$ cat src/rtl/core/hbrd_pkg.sv
// Shared types and codes for the happens-before race detector.
// No dependencies; the top level imports this package.
`timescale 1ns / 1ps
package hbrd_pkg;

  localparam int unsigned NumCores = 2;

  typedef logic [31:0] clk_t;
  typedef clk_t [NumCores-1:0] vclk_t;

  typedef enum logic [1:0] {
    KIND_OTHER  = 2'd0,
    KIND_SYNC   = 2'd1,
    KIND_DATA   = 2'd2,
    KIND_OTHER3 = 2'd3
  } kind_e;

  typedef enum logic [1:0] {
    SYNC_ACQ_TRY = 2'd0,
    SYNC_ACQ_OK  = 2'd1,
    SYNC_RELEASE = 2'd2,
    SYNC_NONE    = 2'd3
  } sync_op_e;

  typedef enum logic {
    CFG_SHARED_MASK  = 1'b0,
    CFG_REPORT_LIMIT = 1'b1
  } cfg_idx_e;

  // One entry of the object table: the last write to an object.
  typedef struct packed {
    logic        core;
    vclk_t       clocks;
    logic [31:0] pc;
    logic [63:0] stamp;
  } obj_entry_t;

endpackage

$ cat src/rtl/core/happens_before_race_detector.sv
// Happens-before race detector: lock and object tables in synchronous memories.
// A beat's result, if any, enters the output register when stage one fires.
// Throughput: one beat per cycle. The input stalls only while stage one holds a
// beat and the output register holds a result that the receiver is stalling.
// Reset: asynchronous, active low; clocks, valid bits and the report count
// clear at once, registers take their reset values. No clearing pass is needed.
`timescale 1ns / 1ps
module happens_before_race_detector #(
  parameter int unsigned NUM_LOCKS   = 8,
  parameter int unsigned NUM_OBJECTS = 16
) (
  input  logic        clk_i,
  input  logic        rst_ni,
  // Configuration write port.
  input  logic        cfg_we_i,
  input  logic        cfg_idx_i,
  input  logic [15:0] cfg_wdata_i,
  // Trace record channel.
  input  logic        in_valid_i,
  output logic        in_stall_o,
  input  logic [1:0]  kind_i,
  input  logic        core_i,
  input  logic [1:0]  sync_op_i,
  input  logic        from_runtime_i,
  input  logic [2:0]  lock_id_i,
  input  logic [3:0]  object_id_i,
  input  logic        is_write_i,
  input  logic [31:0] record_pc_i,
  input  logic [63:0] timestamp_i,
  input  logic        last_record_i,
  // Conflict result channel.
  output logic        out_valid_o,
  input  logic        out_stall_i,
  output logic [3:0]  object_o,
  output logic        writer_core_o,
  output logic        accessor_core_o,
  output logic        accessor_wrote_o,
  output logic [31:0] writer_pc_o,
  output logic [31:0] accessor_pc_o,
  output logic [63:0] time_delta_o
);
  import hbrd_pkg::*;

  localparam int unsigned LockW = (NUM_LOCKS > 1) ? $clog2(NUM_LOCKS) : 1;
  localparam int unsigned ObjW  = (NUM_OBJECTS > 1) ? $clog2(NUM_OBJECTS) : 1;

  // Configuration registers.
  logic [15:0] mask_q;
  logic [3:0]  limit_q;

  always_ff @(posedge clk_i or negedge rst_ni) begin
    if (!rst_ni) begin
      mask_q  <= 16'd14;
      limit_q <= 4'd8;
    end else if (cfg_we_i) begin
      case (cfg_idx_e'(cfg_idx_i))
        CFG_SHARED_MASK:  mask_q  <= cfg_wdata_i;
        CFG_REPORT_LIMIT: limit_q <= cfg_wdata_i[3:0];
        default: ;
      endcase
    end
  end

  // Stage one holds the accepted beat while the tables are read. It moves on
  // whenever the output register is empty or is being drained.
  logic s1_valid_q;
  logic out_valid_q;
  logic adv;
  logic fire;
  logic accept;

  assign adv        = !out_valid_q || !out_stall_i;
  assign fire       = s1_valid_q && adv;
  assign in_stall_o = s1_valid_q && !adv;
  assign accept     = in_valid_i && !in_stall_o;

  logic [1:0]  kind_q;
  logic        core_q;
  logic [1:0]  op_q;
  logic        rt_q;
  logic [3:0]  obj_q;
  logic        wr_q;
  logic [31:0] pc_q;
  logic [63:0] ts_q;
  logic        last_q;

  always_ff @(posedge clk_i or negedge rst_ni) begin
    if (!rst_ni) begin
      s1_valid_q <= 1'b0;
    end else if (accept) begin
      s1_valid_q <= 1'b1;
    end else if (fire) begin
      s1_valid_q <= 1'b0;
    end
  end

  always_ff @(posedge clk_i) begin
    if (accept) begin
      kind_q <= kind_i;
      core_q <= core_i;
      op_q   <= sync_op_i;
      rt_q   <= from_runtime_i;
      obj_q  <= object_id_i;
      wr_q   <= is_write_i;
      pc_q   <= record_pc_i;
      ts_q   <= timestamp_i;
      last_q <= last_record_i;
    end
  end

  // Table indexes, for the read at acceptance and for stage one. The fold of
  // a lock or object field onto the table depth is a small constant map.
  logic [LockW-1:0] lock_map [8];
  logic [ObjW-1:0]  obj_map  [16];
  logic [LockW-1:0] rd_lock;
  logic [ObjW-1:0]  rd_obj;
  logic [LockW-1:0] lock_q;
  logic [ObjW-1:0]  oidx_q;

  always_comb begin
    for (int unsigned i = 0; i < 8; i++) begin
      lock_map[i] = LockW'(i % NUM_LOCKS);
    end
    for (int unsigned i = 0; i < 16; i++) begin
      obj_map[i] = ObjW'(i % NUM_OBJECTS);
    end
  end

  assign rd_lock = lock_map[lock_id_i];
  assign rd_obj  = obj_map[object_id_i];

  always_ff @(posedge clk_i) begin
    if (accept) begin
      lock_q <= rd_lock;
      oidx_q <= rd_obj;
    end
  end

  // Memories. A write from stage one in the same cycle as a read of the same
  // entry is forwarded into the read data register.
  vclk_t      lock_mem [NUM_LOCKS];
  obj_entry_t obj_mem  [NUM_OBJECTS];
  vclk_t      lock_rd_q;
  obj_entry_t obj_rd_q;

  logic       lock_we;
  vclk_t      lock_wdata;
  logic       obj_we;
  obj_entry_t obj_wdata;

  always_ff @(posedge clk_i) begin
    if (lock_we) begin
      lock_mem[lock_q] <= lock_wdata;
    end
    if (accept) begin
      lock_rd_q <= (lock_we && lock_q == rd_lock) ? lock_wdata : lock_mem[rd_lock];
    end
  end

  always_ff @(posedge clk_i) begin
    if (obj_we) begin
      obj_mem[oidx_q] <= obj_wdata;
    end
    if (accept) begin
      obj_rd_q <= (obj_we && oidx_q == rd_obj) ? obj_wdata : obj_mem[rd_obj];
    end
  end

  // Valid bits in flip-flops stand for the all-zero reset of both tables, so
  // the end of a trace clears them at once.
  logic [NUM_LOCKS-1:0]   lock_vld_q;
  logic [NUM_OBJECTS-1:0] obj_vld_q;
  vclk_t                  core_clk_q [NumCores];
  logic [3:0]             reports_q;

  // Stage one: tick, lock update, conflict check and object update.
  vclk_t       own;
  vclk_t       rel;
  vclk_t       own_new;
  logic        is_sync;
  logic        is_data;
  logic        wcore;
  logic        hit;

  always_comb begin
    own = core_clk_q[core_q];
    own[core_q] = own[core_q] + 32'd1;
    rel = lock_vld_q[lock_q] ? lock_rd_q : '0;
    is_sync = (kind_e'(kind_q) == KIND_SYNC) && !rt_q;
    is_data = (kind_e'(kind_q) == KIND_DATA) && mask_q[obj_q];
    own_new = own;
    if (is_sync && sync_op_e'(op_q) == SYNC_ACQ_OK) begin
      for (int j = 0; j < NumCores; j++) begin
        if (rel[j] > own[j]) begin
          own_new[j] = rel[j];
        end
      end
    end
    lock_we    = fire && is_sync && sync_op_e'(op_q) == SYNC_RELEASE;
    lock_wdata = own;
    wcore = obj_rd_q.core;
    hit = is_data && obj_vld_q[oidx_q] && (wcore != core_q)
          && (own[wcore] < obj_rd_q.clocks[wcore]) && (reports_q < limit_q);
    obj_we           = fire && is_data && wr_q;
    obj_wdata.core   = core_q;
    obj_wdata.clocks = own;
    obj_wdata.pc     = pc_q;
    obj_wdata.stamp  = ts_q;
  end

  always_ff @(posedge clk_i or negedge rst_ni) begin
    if (!rst_ni) begin
      lock_vld_q <= '0;
      obj_vld_q  <= '0;
      reports_q  <= '0;
      for (int i = 0; i < NumCores; i++) begin
        core_clk_q[i] <= '0;
      end
    end else if (fire) begin
      if (last_q) begin
        lock_vld_q <= '0;
        obj_vld_q  <= '0;
        reports_q  <= '0;
        for (int i = 0; i < NumCores; i++) begin
          core_clk_q[i] <= '0;
        end
      end else begin
        core_clk_q[core_q] <= own_new;
        if (lock_we) begin
          lock_vld_q[lock_q] <= 1'b1;
        end
        if (obj_we) begin
          obj_vld_q[oidx_q] <= 1'b1;
        end
        if (hit) begin
          reports_q <= reports_q + 4'd1;
        end
      end
    end
  end

  // Output register.
  always_ff @(posedge clk_i or negedge rst_ni) begin
    if (!rst_ni) begin
      out_valid_q <= 1'b0;
    end else if (fire && hit) begin
      out_valid_q <= 1'b1;
    end else if (!out_stall_i) begin
      out_valid_q <= 1'b0;
    end
  end

  always_ff @(posedge clk_i) begin
    if (fire && hit) begin
      object_o         <= obj_q;
      writer_core_o    <= wcore;
      accessor_core_o  <= core_q;
      accessor_wrote_o <= wr_q;
      writer_pc_o      <= obj_rd_q.pc;
      accessor_pc_o    <= pc_q;
      time_delta_o     <= ts_q - obj_rd_q.stamp;
    end
  end

  assign out_valid_o = out_valid_q;

endmodule

$ cat config.mk
export PLATFORM = sky130hd
export DESIGN_NAME = happens_before_race_detector
export DESIGN_NICKNAME = d
export VERILOG_FILES = /design/src/rtl/core/hbrd_pkg.sv /design/src/rtl/core/happens_before_race_detector.sv
export SDC_FILE = /design/constraint.sdc
export NUM_CORES = 2
export LEC_CHECK = 0
export BUFFER_PORTS_ARGS = -buffer_cell sky130_fd_sc_hd__buf_4
export CAP_MARGIN = 5
export CELL_PAD_IN_SITES_DETAIL_PLACEMENT = 1
export CELL_PAD_IN_SITES_GLOBAL_PLACEMENT = 2
export CORE_MARGIN = 8
export CORE_UTILIZATION = 45
export CTS_CLUSTER_SIZE = 12
export DETAILED_ROUTE_END_ITERATION = 7
export GPL_TIMING_DRIVEN = 0
export PLACE_DENSITY_LB_ADDON = 0.05
export SYNTH_ARGS = -nofsm -noshare
export SYNTH_HDL_FRONTEND = slang
export SYNTH_SLANG_ARGS = --single-unit
export TNS_END_PERCENT = 20
$ cat constraint.sdc
create_clock -name clk_i -period 32 [get_ports clk_i]
set_clock_uncertainty 0.2 [all_clocks]
set_input_delay 6.4 -clock clk_i [delete_from_list [all_inputs] [get_ports clk_i]]
set_output_delay 6.4 -clock clk_i [all_outputs]
set_load 0.1 [all_outputs]
---- Word-level counts from Yosys, hierarchy flattened ----
Memory sizes are Yosys's and may differ from the RTL's. A register that Yosys moved wholly into a read port is not among the register bits.
Index checks and enable logic that the tools add are counted.
Widths: inputs -> output; s select.
operators by class
  reductions and logical operators ........ 34
  bitwise logic cells ..................... 6
  muxes and demuxes ....................... 48
  eq/ne operators ......................... 6
  add/subtract/negate cells ............... 3
  order comparisons ....................... 16
operators by type and width
  cell                   count
  $mux 64                6
  $mux 32                9
  $bwmux 128             1
  $mux 128               1
  $bwmux 64              1
  $demux 64 s1           1
  $gt 32x32->1           2
  $sub 64x64->64         1
  $add 32x1->32 const B  1
  $demux 32 s1           1
  $lt 32x32->1           1
  $mux 16                2
  $logic_and 1x1->1      19
  $mux 4                 4
  $mux 8                 2
  $or 16x16->16          1
  $mux 1                 13
  $lt 4x5->1 const B     2
  $reduce_and 2->1       5
  $bmux 1 s4             2
  $or 8x8->8             1
  $reduce_bool 2->1      4
  $mux 3                 2
  $ge 5x5->1 const B     1
  23 further kinds       30
storage, ports and cells
  memories kept ........................... 4
  input port bits ......................... 133
  flip-flop bits (word level) ............. 428
  ROM bits ................................ 88
  RAM bits ................................ 3088
memory list
  name              words  bits a word  read ports  clocked after memory_dff  write ports  line                                 RTL
  obj_mem           16     161          1           1                         1            happens_before_race_detector.sv:142  obj_entry_t obj_mem [NUM_OBJECTS];
  lock_mem          8      64           1           1                         1            happens_before_race_detector.sv:141  vclk_t lock_mem [NUM_LOCKS];
  (name not given)  16     4            1           0                         0            happens_before_race_detector.sv:130  assign rd_obj = obj_map[object_id_i];
  (name not given)  8      3            1           0                         0            happens_before_race_detector.sv:129  assign rd_lock = lock_map[lock_id_i];

---- Longest topological paths before layout ----
  depth in word-level cells ............... 15
  mapped depth ............................ 31
  gate-level depth less buffers ........... 21

---- Worst setup path before layout ----
OpenSTA, ideal clock, no wires.
  path type ............................... input to register
  start ................................... input out_stall_i
  end ..................................... memory obj_mem[3][0] (netlist name), enable pin
  data arrival time ....................... 18136 ps
  required time ........................... 30920 ps
  stages .................................. 6
  library setup time ...................... 880 ps
  slack ................................... 12783 ps
  path buffers ............................ 0
  cell sequence ........................... nand2_1 and2_0 nand4b_1 nor2_1 nand3_1 nor3_1
on the way
  word-level cells in the longest chain between the ends .. 7
RTL lines
  element                         line                                 RTL
  start: declaration              happens_before_race_detector.sv:33   input logic out_stall_i,
  $logic_not 1->1                 n/a
  $logic_or 1x1->1                happens_before_race_detector.sv:72   assign adv = !out_valid_q || !out_stall_i;
  $logic_and 1x1->1               happens_before_race_detector.sv:73   assign fire = s1_valid_q && adv;
  $logic_and 1x1->1 (2 in a row)  happens_before_race_detector.sv:204  obj_we = fire && is_data && wr_q;
  $mux 1                          happens_before_race_detector.sv:161  if (obj_we) begin
  $mux 1 (implied by the code)    happens_before_race_detector.sv:162  obj_mem[oidx_q] <= obj_wdata;
  end: declaration                happens_before_race_detector.sv:142
Every way passes these cells.

---- Worst setup path in the final report ----
  start ................................... input out_stall_i
  end ..................................... output in_stall_o
on the way
  word-level cells in the longest chain between the ends .. 4
RTL lines
  element            line                                RTL
  $logic_not 1->1    n/a
  $logic_or 1x1->1   happens_before_race_detector.sv:72
  $logic_not 1->1    happens_before_race_detector.sv:74  assign in_stall_o = s1_valid_q && !adv;
  $logic_and 1x1->1  happens_before_race_detector.sv:74
  end: declaration   happens_before_race_detector.sv:20  output logic in_stall_o,
Every way passes these cells.

==> metrics <==
global-route wire length before repair=623 mm; Clock Latency Late Sink=970 ps; Final GP Congestion=0.918; Post-Synthesis Cells=7257; Vias per Instance=5.98; CTS max path bufs=4; drt drc=0; Worst path max stage delay=280 ps; WHS Path Cells=0; WL/cell=34.3 um; area of the multi-input gates=35800 um2; crit path buf inv count=3; Max Cap Viol=0; share of layout cells above drive strength 1=27.4%; die height=592 um; Critical Path Fanout Max=3; dpl hpwl=303 mm; register area=111000 um2; CP top delay family=buffers and inverters; P_leak=59.9 nW; hold buffer count at cts=0; Seq/Total Area, Yosys=74.7%; Rows=211; Most common cell on crit path=buf_4; slew margin rel.=4.29%; critical path depth=4; I/O Buffers=269; Initial DRC Count=7467; min Tclk post-route=13560 ps; Die ar.=350000 um2; post-route cell area=175000 um2; largest net degree at the start of global routing=95; Cell Area, Synth=149000 um2; Die W=592 um; Critical Path, Cell by Cell=buf_4 -> nand3_1 -> inv_1 -> buf_4; setup tns final=0 ps; Post-Syn Nets=7552; final wirelength=444 mm; post-layout util=52.9%; Least-Margin Pin Slew=1430 ps; ys async rst share=4.76%; Yosys top cell area share=71.7%; most common cell after layout, fill and taps aside=edfxtp_1; antenna-violating nets left=0; initial antenna violation count=27; clock sink total=3737; Initial Util=45.2%; ranking of synthesized cells by area=edfxtp_1 (72%), mux4_2 (14%), dfrtp_1 (2.9%); Synth area leader=edfxtp_1; vias in the first global route=81400; post-CTS resize count=0; Critical Path AT=6960 ps; Post-synth EDFFs=3559; GRT Resource Usage Total=25.0%; Worst setup SP type=input pin; Fin. Hold Viols=0; root buffer cell=clkbuf_16; Area Growth Syn to Fin=17.1%; flops & latches, synth=3737; Filler cells=29000; endpoint class of the critical path=output pin; Warnings, synthesis=0; period utilisation layout=42.4%; fin. max-slew vios=0; Critical Path RT=25400 ps; CTS Buf Count=404; final worst slack=18440 ps; RSZ-0062 raised after global routing=no; Post-Place Setup Slack=18430 ps; total gr overflow=0; 1st-pass router iterations=7; # setup viols final=0; core area=330000 um2; CP Class=input pin to output pin; Primary FF master, synth=edfxtp_1; Placement Cell Area=162000 um2; syn avg cell area=20.6 um2; Yosys cell types=86; vias=77300; CTS tree=done; PwrDens=60.4 nW/um2; Reg2Reg Depth=28; worst hold margin=220 ps; Max Freq=0.0737 GHz; commonest cells after routing, fill and taps aside=edfxtp_1 (3559), mux4_2 (943), clkbuf_16 (409), clkbuf_1 (328), nand2_1 (317); Peak VDD IR=47.6 uV; H-Tree Depth=5; status=completed; Clk pin slew, worst setup/hold paths=60 ps; CP max stage cell=buf_4; # Post-CTS Setup Buffers=0; HP Class=flop to flop; fin nets=8532; Boundary Pins=270
[registers in the layout, indices dropped and copies added, names as in the netlist, 32 cells and up]
register and flops:
accessor_pc_o 32, core_clk_q 128, lock_mem 512, lock_rd_q 64, obj_mem 2576, obj_rd_q 160
pc_q 32, time_delta_o 64, ts_q 64, writer_pc_o 32
[stage by stage]
stage / power, mW / instances
floorplan: 5.93 / 7257
global placement: 6.19 / 11900
detailed placement: 6.20 / 12200
CTS: 10.7 / 12900
global route: 10.8 / 12900
finish: 10.5 / 12900
[synthesized netlist by cell type, drive strengths merged (16+ instances only)]
master and number:
mux2 156, nor2 158, o21ai 170, o21a 39
o2bb2ai 29, a22o 64, mux2i 168, clkbuf 260
xnor2 62, nand4 47, inv 216, o22ai 36
o211ai 16, edfxtp 3559, nand2b 22, nand3 44
mux4 943, dfrtp 174, a21oi 158, xor2 55
nor2b 23, ha 161, a31oi 16, buf 101
nor3 23, nand2 319, a21o 65
[final cells by class]
type,instances,share of cell area (%)
Clock buffer,516,6.17
Antenna cell,8,0.0115
Multi-Input combinational cell,2943,20.5
Tap cell,4366,3.13
Timing Repair Buffer,574,4.15
Clock inverter,209,0.972
Inverter,216,0.464
Sequential cell,3737,63.8
Buffer,361,0.869
[final timing paths]
kind                                              from                          to  slack (ps)
worst max-delay path                       out_stall_i                  in_stall_o       18440
worst min-delay path            obj_rd_q[73]$_DFFE_PP_    writer_pc_o[9]$_DFFE_PP_         220
worst max register to register        core_q$_DFFE_PP_  core_clk_q[23]$_DFFE_PN0P_       19960
worst min register to register  obj_rd_q[73]$_DFFE_PP_    writer_pc_o[9]$_DFFE_PP_         220
max in group asynchronous                       rst_ni   core_clk_q[7]$_DFFE_PN0P_       25210
min in group asynchronous                       rst_ni      mask_q[12]$_DFFE_PN0P_        5270
[routing by layer]
layer,global-route usage [%],wire length [um]
met1,35.1,189000
met2,41.4,215000
met3,3.85,27600
met4,6.62,12200
met5,0,0
[power by group]
part | total, mW | switching [mW] | internal, mW
Sequential | 5.50 | 0.0744 | 5.43
Clock | 4.46 | 1.91 | 2.54
Combinational | 0.588 | 0.359 | 0.228
Total | 10.5 | 2.35 | 8.20
[worst reg2reg max path, delay by kind of cell, from the launching register on]
kind	cells	cell delay [ps]
buffers and inverters	11	4700
DFF	1	760
and+or+nand+nor	7	2530
AOI/OAI and AO/OA	5	1990
muxes	2	1160
xor gates and xnor gates	1	200
adders and majority gates	2	430
[cells by family after synthesis]
logic type	Yosys count	share of synthesized area (%)
buffers and inverters	577	1.53
AND/OR/NAND/NOR	717	2.24
AO/OA/AOI/OAI	680	2.98
multiplexers	1267	16.5
flip-flops	3737	74.7
adder cells (fa/ha/maj)	162	1.36
XOR/XNOR	117	0.687
Power figures use the tool's default switching activity.
